File: src/hw/rtl/ring_aromaticity_classifier_assert.svh
// Assertion macros for the ring aromaticity classifier
`ifndef RING_AROMATICITY_CLASSIFIER_ASSERT_SVH
`define RING_AROMATICITY_CLASSIFIER_ASSERT_SVH
`ifndef NO_ASSERTIONS
`define RAC_ASSERT(lbl, cond) \
    lbl: assert property (@(posedge clk) disable iff (!rst_n) (cond)) \
        else $error("ring aromaticity classifier: assertion failed");
`define RAC_ASSERT_NEXT(lbl, ante, cons) \
    lbl: assert property (@(posedge clk) disable iff (!rst_n) (ante) |=> (cons)) \
        else $error("ring aromaticity classifier: assertion failed");
`else
`define RAC_ASSERT(lbl, cond)
`define RAC_ASSERT_NEXT(lbl, ante, cons)
`endif
`endif

File: src/hw/rtl/rac_pkg.sv
// Shared types and constants for the ring aromaticity classifier
package rac_pkg;

    localparam int unsigned MAX_DEGREE = 15;
    localparam int unsigned CNT_W      = $clog2(MAX_DEGREE + 1);
    localparam int unsigned NB_W       = CNT_W + 1;

    localparam logic [1:0] PI_MASK      = 2'h3;
    localparam logic [2:0] ORDER_SINGLE = 3'd1;
    localparam logic [2:0] ORDER_DOUBLE = 3'd2;

    typedef enum logic [1:0] {
        GRP_CARBON,
        GRP_NITROGEN,
        GRP_OXYGEN,
        GRP_OTHER
    } grp_t;

    typedef enum logic [1:0] {
        SETTLE_OPEN,
        SETTLE_FALSE,
        SETTLE_TRUE
    } settle_t;

    typedef struct packed {
        logic [CNT_W-1:0] single;
        logic [CNT_W-1:0] ring_dbl;
        logic [CNT_W-1:0] exo_dbl;
        logic [CNT_W-1:0] marked;
        logic [CNT_W-1:0] total;
    } atom_cnt_t;

    typedef struct packed {
        logic        present;
        logic [2:0]  order;
        logic        in_ring;
        logic        marked;
        grp_t        group;
        logic [2:0]  hyd;
        logic [3:0]  chg;
        logic        last_bond;
        logic        last_atom;
    } bond_item_t;

    typedef struct packed {
        logic       pi_ok;
        logic [1:0] pi;
        logic       rules_out;
    } atom_verdict_t;

endpackage

File: src/hw/rtl/rac_count.sv
// Per-atom bond counter update for one bond transfer
module rac_count (
    input  rac_pkg::bond_item_t item,
    input  rac_pkg::atom_cnt_t  cnt,
    output rac_pkg::atom_cnt_t  cnt_upd,
    output logic                bad_order
);
    import rac_pkg::*;

    localparam logic [CNT_W-1:0] CNT_MAX = CNT_W'(MAX_DEGREE);

    logic order_ok;

    function automatic logic [CNT_W-1:0] sat_inc(input logic [CNT_W-1:0] c);
        sat_inc = (c == CNT_MAX) ? c : c + CNT_W'(1);
    endfunction

    assign order_ok  = (item.order == ORDER_SINGLE) || (item.order == ORDER_DOUBLE);
    assign bad_order = item.present && !order_ok;

    always_comb
    begin
        cnt_upd = cnt;
        if (item.present && order_ok)
        begin
            if (item.order == ORDER_SINGLE)
            begin
                cnt_upd.single = sat_inc(cnt.single);
            end
            else if (item.in_ring)
            begin
                cnt_upd.ring_dbl = sat_inc(cnt.ring_dbl);
            end
            else
            begin
                cnt_upd.exo_dbl = sat_inc(cnt.exo_dbl);
            end
            cnt_upd.total = sat_inc(cnt.total);
            if (item.marked)
            begin
                cnt_upd.marked = sat_inc(cnt.marked);
            end
        end
    end

endmodule

File: src/hw/rtl/rac_rules.sv
// Per-atom pi electron and rule-out decision table
module rac_rules (
    input  rac_pkg::atom_cnt_t    cnt,
    input  rac_pkg::grp_t         group,
    input  logic [2:0]            hyd,
    input  logic [3:0]            chg,
    output rac_pkg::atom_verdict_t verdict
);
    import rac_pkg::*;

    logic [NB_W-1:0] nb;
    logic [NB_W-1:0] ns;
    logic [CNT_W:0]  nd;
    logic            alt;
    logic            nd_one;
    logic            chg_zero;
    logic            chg_pos;
    logic            chg_neg;

    assign nb       = {1'b0, cnt.total} + NB_W'(hyd);
    assign ns       = {1'b0, cnt.single} + NB_W'(hyd);
    assign nd       = {1'b0, cnt.ring_dbl} + {1'b0, cnt.exo_dbl};
    assign nd_one   = (nd == (CNT_W+1)'(1));
    assign alt      = (cnt.ring_dbl == CNT_W'(1)) ||
                      ((cnt.marked != '0) && (cnt.exo_dbl == CNT_W'(1)));
    assign chg_zero = (chg == 4'h0);
    assign chg_pos  = (chg == 4'h1);
    assign chg_neg  = (chg == 4'hF);

    always_comb
    begin
        verdict.pi_ok     = 1'b0;
        verdict.pi        = 2'd0;
        verdict.rules_out = 1'b1;
        case (group)
            GRP_CARBON:
            begin
                if (nb == NB_W'(3))
                begin
                    if (ns == NB_W'(3))
                    begin
                        verdict.pi_ok     = chg_pos || chg_neg;
                        verdict.pi        = chg_neg ? 2'd2 : 2'd0;
                        verdict.rules_out = !(chg_pos || chg_neg);
                    end
                    else if (chg_zero)
                    begin
                        verdict.pi_ok     = (ns == NB_W'(2)) && alt;
                        verdict.pi        = 2'd1;
                        verdict.rules_out = !((ns == NB_W'(2)) && nd_one);
                    end
                end
            end
            GRP_NITROGEN:
            begin
                if (nb == NB_W'(2))
                begin
                    if (ns == NB_W'(2))
                    begin
                        verdict.pi_ok     = chg_neg;
                        verdict.pi        = 2'd2;
                        verdict.rules_out = !chg_neg;
                    end
                    else
                    begin
                        verdict.pi_ok     = (cnt.ring_dbl == CNT_W'(1)) &&
                                            (chg_zero || chg_pos);
                        verdict.pi        = 2'd1;
                        verdict.rules_out = !(nd_one && (chg_zero || chg_pos));
                    end
                end
                else if (nb == NB_W'(3))
                begin
                    if (ns == NB_W'(3))
                    begin
                        verdict.pi_ok     = chg_zero;
                        verdict.pi        = 2'd2;
                        verdict.rules_out = !chg_zero;
                    end
                    else if (chg_pos)
                    begin
                        verdict.pi_ok     = (ns == NB_W'(2)) && alt;
                        verdict.pi        = 2'd1;
                        verdict.rules_out = !((ns == NB_W'(2)) && nd_one);
                    end
                end
            end
            GRP_OXYGEN:
            begin
                verdict.pi_ok     = (nb == NB_W'(2)) && (ns == NB_W'(2)) && chg_zero;
                verdict.pi        = 2'd2;
                verdict.rules_out = !verdict.pi_ok;
            end
            default:
            begin
                verdict.pi_ok     = 1'b0;
                verdict.rules_out = 1'b1;
            end
        endcase
    end

endmodule

File: src/hw/rtl/ring_aromaticity_classifier.sv
// Top level of the ring aromaticity classifier
//
// Bond items arrive on the bond channel (bond_valid / bond_stall), grouped by
// ring atom; last_bond_of_atom closes an atom and, together with
// last_atom_of_ring, closes the ring. Each ring yields one verdict transfer on
// the verdict channel (verdict_valid / verdict_stall) carrying is_aromatic
// and is_not_aromatic; all other items yield nothing.
// An accepted item is held in the input register and evaluated by the
// counter and rule logic; a ring verdict is loaded into the output register
// when the closing item leaves the input register. Throughput is one bond
// item per cycle while bond_stall is low; the per-atom counters, pi parity
// and verdict latches update in the same cycle an item leaves the input
// register. Reset clears all counters, latches and both valid flags.
// While the verdict register is held by verdict_stall, items that give no
// verdict still advance; an item closing the next ring waits in the input
// register and bond_stall rises until the held verdict is taken.
`include "ring_aromaticity_classifier_assert.svh"

module ring_aromaticity_classifier (
    input  logic       clk,
    input  logic       rst_n,
    input  logic       bond_valid,
    output logic       bond_stall,
    input  logic       bond_present,
    input  logic [2:0] bond_order,
    input  logic       bond_in_ring,
    input  logic       bond_marked_aromatic,
    input  logic [1:0] atom_group,
    input  logic [2:0] implicit_hydrogens,
    input  logic signed [3:0] formal_charge,
    input  logic       last_bond_of_atom,
    input  logic       last_atom_of_ring,
    output logic       verdict_valid,
    input  logic       verdict_stall,
    output logic       is_aromatic,
    output logic       is_not_aromatic
);
    import rac_pkg::*;

    logic          s1_valid_reg;
    logic          s1_valid_next;
    bond_item_t    item_reg;
    bond_item_t    item_in;
    atom_cnt_t     cnt_reg;
    atom_cnt_t     cnt_next;
    atom_cnt_t     cnt_upd;
    logic [1:0]    pi_reg;
    logic [1:0]    pi_next;
    settle_t       arom_reg;
    settle_t       arom_next;
    settle_t       nonarom_reg;
    settle_t       nonarom_next;
    logic          out_valid_reg;
    logic          out_valid_next;
    logic          arom_out_reg;
    logic          nonarom_out_reg;
    logic          bad_order;
    atom_verdict_t verdict;
    settle_t       arom_chk;
    settle_t       nonarom_chk;
    logic [1:0]    pi_chk;
    settle_t       arom_fin;
    settle_t       nonarom_fin;
    logic          s1_emits;
    logic          s1_fire;
    logic          bond_accept;

    assign item_in.present   = bond_present;
    assign item_in.order     = bond_order;
    assign item_in.in_ring   = bond_in_ring;
    assign item_in.marked    = bond_marked_aromatic;
    assign item_in.group     = grp_t'(atom_group);
    assign item_in.hyd       = implicit_hydrogens;
    assign item_in.chg       = formal_charge;
    assign item_in.last_bond = last_bond_of_atom;
    assign item_in.last_atom = last_atom_of_ring;

    assign s1_emits    = item_reg.last_bond && item_reg.last_atom;
    assign s1_fire     = s1_valid_reg && (!s1_emits || !out_valid_reg || !verdict_stall);
    assign bond_stall  = s1_valid_reg && !s1_fire;
    assign bond_accept = bond_valid && !bond_stall;

    rac_count u_count (
        .item      (item_reg),
        .cnt       (cnt_reg),
        .cnt_upd   (cnt_upd),
        .bad_order (bad_order)
    );

    rac_rules u_rules (
        .cnt     (cnt_upd),
        .group   (item_reg.group),
        .hyd     (item_reg.hyd),
        .chg     (item_reg.chg),
        .verdict (verdict)
    );

    always_comb
    begin
        arom_chk    = (bad_order && (arom_reg == SETTLE_OPEN)) ? SETTLE_FALSE : arom_reg;
        nonarom_chk = (bad_order && (nonarom_reg == SETTLE_OPEN)) ? SETTLE_FALSE
                                                                   : nonarom_reg;
        arom_fin    = arom_chk;
        nonarom_fin = nonarom_chk;
        pi_chk      = pi_reg;
        if (item_reg.last_bond)
        begin
            if (arom_chk == SETTLE_OPEN)
            begin
                if (verdict.pi_ok)
                begin
                    pi_chk = (pi_reg + verdict.pi) & PI_MASK;
                end
                else
                begin
                    arom_fin = SETTLE_FALSE;
                end
            end
            if ((nonarom_chk == SETTLE_OPEN) && verdict.rules_out)
            begin
                nonarom_fin = SETTLE_TRUE;
            end
        end
    end

    always_comb
    begin
        s1_valid_next = bond_stall ? s1_valid_reg : bond_valid;
        cnt_next      = cnt_reg;
        pi_next       = pi_reg;
        arom_next     = arom_reg;
        nonarom_next  = nonarom_reg;
        if (s1_fire)
        begin
            if (s1_emits)
            begin
                cnt_next     = '0;
                pi_next      = 2'd0;
                arom_next    = SETTLE_OPEN;
                nonarom_next = SETTLE_OPEN;
            end
            else
            begin
                cnt_next     = item_reg.last_bond ? '0 : cnt_upd;
                pi_next      = pi_chk;
                arom_next    = arom_fin;
                nonarom_next = nonarom_fin;
            end
        end
        if (s1_fire && s1_emits)
        begin
            out_valid_next = 1'b1;
        end
        else if (!verdict_stall)
        begin
            out_valid_next = 1'b0;
        end
        else
        begin
            out_valid_next = out_valid_reg;
        end
    end

    always_ff @(posedge clk or negedge rst_n)
    begin
        if (!rst_n)
        begin
            s1_valid_reg  <= 1'b0;
            cnt_reg       <= '0;
            pi_reg        <= 2'd0;
            arom_reg      <= SETTLE_OPEN;
            nonarom_reg   <= SETTLE_OPEN;
            out_valid_reg <= 1'b0;
        end
        else
        begin
            s1_valid_reg  <= s1_valid_next;
            cnt_reg       <= cnt_next;
            pi_reg        <= pi_next;
            arom_reg      <= arom_next;
            nonarom_reg   <= nonarom_next;
            out_valid_reg <= out_valid_next;
        end
    end

    always_ff @(posedge clk)
    begin
        if (bond_accept)
        begin
            item_reg <= item_in;
        end
        if (s1_fire && s1_emits)
        begin
            arom_out_reg    <= (arom_fin == SETTLE_OPEN) && (pi_chk == 2'd2);
            nonarom_out_reg <= (nonarom_fin == SETTLE_TRUE);
        end
    end

    assign verdict_valid   = out_valid_reg;
    assign is_aromatic     = arom_out_reg;
    assign is_not_aromatic = nonarom_out_reg;

    `RAC_ASSERT(a_arom_never_true, arom_reg != SETTLE_TRUE)
    `RAC_ASSERT(a_stall_needs_item, !bond_stall || (s1_valid_reg && s1_emits && out_valid_reg))
    `RAC_ASSERT_NEXT(a_atom_clears, s1_fire && item_reg.last_bond, cnt_reg == '0)
    `RAC_ASSERT_NEXT(a_ring_reopens, s1_fire && s1_emits,
                     (arom_reg == SETTLE_OPEN) && (nonarom_reg == SETTLE_OPEN) && out_valid_reg)

endmodule
File: config.mk
export PLATFORM = sky130hd
export DESIGN_NAME = ring_aromaticity_classifier
export DESIGN_NICKNAME = d
export VERILOG_FILES = /design/src/hw/rtl/rac_pkg.sv /design/src/hw/rtl/rac_count.sv /design/src/hw/rtl/rac_rules.sv /design/src/hw/rtl/ring_aromaticity_classifier.sv
export VERILOG_INCLUDE_DIRS = /design/src /design/src/hw/rtl
export SDC_FILE = /design/constraint.sdc
export NUM_CORES = 1
export LEC_CHECK = 0
export ABC_AREA = 0
export BUFFER_PORTS_ARGS = -buffer_cell sky130_fd_sc_hd__buf_2
export CORE_MARGIN = 4
export CORE_UTILIZATION = 50
export CTS_CLUSTER_DIAMETER = 150
export DETAILED_ROUTE_END_ITERATION = 12
export GPL_ROUTABILITY_DRIVEN = 1
export PLACE_DENSITY = 0.79
export REMOVE_ABC_BUFFERS = 1
export SYNTH_ARGS = -nofsm -noshare
export SYNTH_HDL_FRONTEND = slang
export SYNTH_HIERARCHICAL = 1
export SYNTH_SLANG_ARGS = --single-unit
File: constraint.sdc
create_clock -name clk -period 7.4 [get_ports clk]
set_input_delay 0.37 -clock clk [delete_from_list [all_inputs] [get_ports clk]]
set_output_delay 0.37 -clock clk [all_outputs]
set_load 0.02 [all_outputs]
==> results.yml <==
status:
  outcome: "complete, no violations"
floorplanning:
  core_um2: 6030
  start_util_pct: 52.1
  die-area_um2: 7620
  rows: 28
  die_h_um: 87.3
  die_w_um: 87.3
  io_pins: 25
pwr:
  sw_frac_of_total_pct: 28.4
  p_comb_share_pct: 14.9
  seqPwrFrac_pct: 56.0
  power_switching_mw: 0.152
  power_mw: 0.536
  leakagePower_nw: 1.61
  power_density_nw_per_um2: 158
  ir_drop_mv: 0.133
  clockPowerShare_pct: 29.1
  p_int_mw: 0.384
setup_path:
  critPathBufInv: 0
  arrival_ns: 4.93
  critPathKind: "reg -> reg"
  crit_family: "compound AO/OA/AOI/OAI gates"
  slowest_stage: "xor2_1"
  r2r_cells: 13
  worst_r2r_endpoint: "pi_reg[1]"
  critPathMaxFanout: 11
  r2r_slack_ns: 2.67
  worstSetupEndpointType: "register"
  slowest_delay_ns: 0.74
  required_ns: 7.59
  worstReg2RegStart: "item_reg[14]"
  cp_cell_sequence: "xor2_1, nand3_1, mux2_1, fa_1, nor3b_1, or2b_1, o41a_1, a21oi_1, o31ai_1, ha_1, xnor2_1, o311a_1, a211o_1"
  startpoint_type: "register"
sta:
  setup-violations-final: 0
  skew_ns: 0.0161
  max_slew.worst_pin.slew_ns: 0.972
  rsz0062_at_grt: "false"
  fmax_mhz: 211
  layout_worst_path_cycle_share_pct: 64.0
  timing.hold.ws_ns: 0.0912
  finalHoldViolations: 0
  final.min_clock_period_ns: 4.73
  tns_ns: 0
  finalMaxSlewViolations: 0
  setup_slack_ns: 2.67
  relSlewSlack_pct: 35.2
routing:
  routed_wl_mm: 6.72
  postRouteAntennaNets: 0
  wl_per_cell_um: 17.4
  drc_errors: 0
  drtIter0Drc: 165
  via_per_inst: 6.36
  drt_first_pass_iters: 5
  dr_total_vias: 2463
run:
  max_cap_viol_count: 0
finish:
  final_nets: 351
  final_area_um2: 3400
  largest_reg_flops: 20
  antenna_cells: 0
  syn_to_final_growth_pct: 8.28
  drive_above_1_share_pct: 17.3
clocking:
  cts_hold_buffers: 0
  cts_root_buffer: "clkbuf_8"
  cts_htree_levels: 2
  clk_latency_ns: 0.31
  post_cts_buffers: 0
  path_clk_slew_ns: 0.10
  cts_tree: "built"
  ctsResizeCount: 0
  clkSinkCount: 47
  cts_buffers: 5
  cts_buffer_depth: 2
place:
  port_buffers: 24
  post-place-ws_ns: 2.82
  place_congestion: 0.889
  dpl_cell_area_um2: 3310
  dp_hpwl_mm: 4.80
synthesis:
  ys_seq_area_share_pct: 40.5
  synthFlopType: "dfrtp_1"
  synthTopCellsByArea: "dfrtp_1 22%, edfxtp_1 18%, ha_1 6.4%"
  syn_inst: 289
  synth_cell_types: 71
  synthArstFlopShare_pct: 59.6
  avgSynthCellArea_um2: 10.9
  synth_top_area_cell: "dfrtp_1"
  synth_area_um2: 3140
  synth-edff-count: 19
  netlist.area_leader.share_pct: 22.3
  synth-warning-count: 6
  ys_ff_latch: 47
global_routing:
  antenna_found_initial: 0
  grt_pass1_vias: 2461
  grt_max_degree: 30
  gr-total-overflow: 0
  grt_pass1_wl_mm: 11.4
  grt_usage_pct: 18.9
min_path:
  hold_class: "in -> async"
worst register-to-register path, delay by kind of cell, from the launching register on:
family	cells	cell delay, ns
muxes	1	0.46
and+or+nand+nor	3	0.91
xor gates and xnor gates	2	0.92
adders and majority gates	2	0.75
DFF	1	0.48
AOI/OAI and AO/OA	5	1.11
placed cells by master (no fill, tap or decap), drive strengths merged, types with 11 or more instances in the layout:
cell	Yosys	routed
dfrtp	28	28
buf	3	25
ha	16	16
edfxtp	19	19
a21oi	13	13
nor3b	13	13
inv	11	11
nand3	15	15
a21o	20	20
nor2	12	12
power groups by stage:
stage	Clock (mW)	Sequential, mW	Combinational, mW
6_report	0.156	0.300	0.0797
5_1_grt	0.173	0.303	0.0884
4_1_cts	0.159	0.300	0.0787
3_5_place_dp	0	0.305	0.0781
3_3_place_gp	0	0.305	0.0754
2_1_floorplan	0	0.302	0.0534
how the worst max path moves through the flow:
stage	startpoint	endpoint	slack [ns]	depth (start not counted)
floorplan	item_reg[14]	pi_reg[1]	3.20	13
global placement	item_reg[14]	pi_reg[1]	2.96	13
detailed placement	item_reg[14]	pi_reg[1]	2.82	13
CTS	item_reg[14]	pi_reg[1]	2.79	13
global route	item_reg[14]	pi_reg[1]	2.46	13
finish	item_reg[14]	pi_reg[1]	2.67	13
cell type report:
type	instances	area (um^2)
Clock buffer	5	68.8
Clock inverter	3	20.0
Fill cell	520	2620
Inverter	11	41.3
Multi-Input combinational cell	221	1780
Sequential cell	47	1270
Tap cell	75	93.8
Timing Repair Buffer	25	128
cells by family (layout without fill, tap and decap cells):
| logic type | Yosys count | in the layout | share of synthesized area, % |
|---|---|---|---|
| compound gates | 67 | 67 | 15.8 |
| xor+xnor | 8 | 8 | 2.23 |
| fa+ha+maj | 19 | 19 | 8.28 |
| buf+inv | 21 | 44 | 2.91 |
| flops | 47 | 47 | 40.5 |
| mux | 9 | 9 | 3.34 |
| simple gates | 118 | 118 | 27.0 |
through the flow:
step / util, % / instances
2_1_floorplan: - / 279
3_3_place_gp: 55.0 / 379
3_5_place_dp: 55.0 / 379
4_1_cts: 56.5 / 387
5_1_grt: 56.5 / 387
6_report: 56.5 / 387
synth_stat cells, types with 2 or more instances:
master,instances
dfrtp_1,28
a21o_1,20
edfxtp_1,19
ha_1,16
nand3_1,14
nor3b_1,13
a21oi_1,12
inv_1,11
nor2_1,11
and3b_1,8
nand2_1,8
nor2b_1,8
a31oi_1,7
clkbuf_1,7
nor3_1,6
a41oi_1,5
mux2_1,5
nand3b_1,5
xnor2_1,5
and3_1,4
nand2b_1,4
fa_1,3
mux2_2,3
nor4_1,3
xor2_1,3
a211o_1,2
a21boi_0,2
and2_1,2
nand4_1,2
nand4b_1,2
nor4b_1,2
nor4b_2,2
o211ai_1,2
o22ai_1,2
o31ai_1,2
or2b_1,2
or3_1,2
or4_1,2
or4_4,2
or4b_1,2
per-layer routing:
metal,global-route usage (%),part of all wire [%]
met5,0,0
met4,6.28,2.4
met3,3.22,5.4
met2,32.6,49
met1,23.9,43
Power figures use the tool's default switching activity.
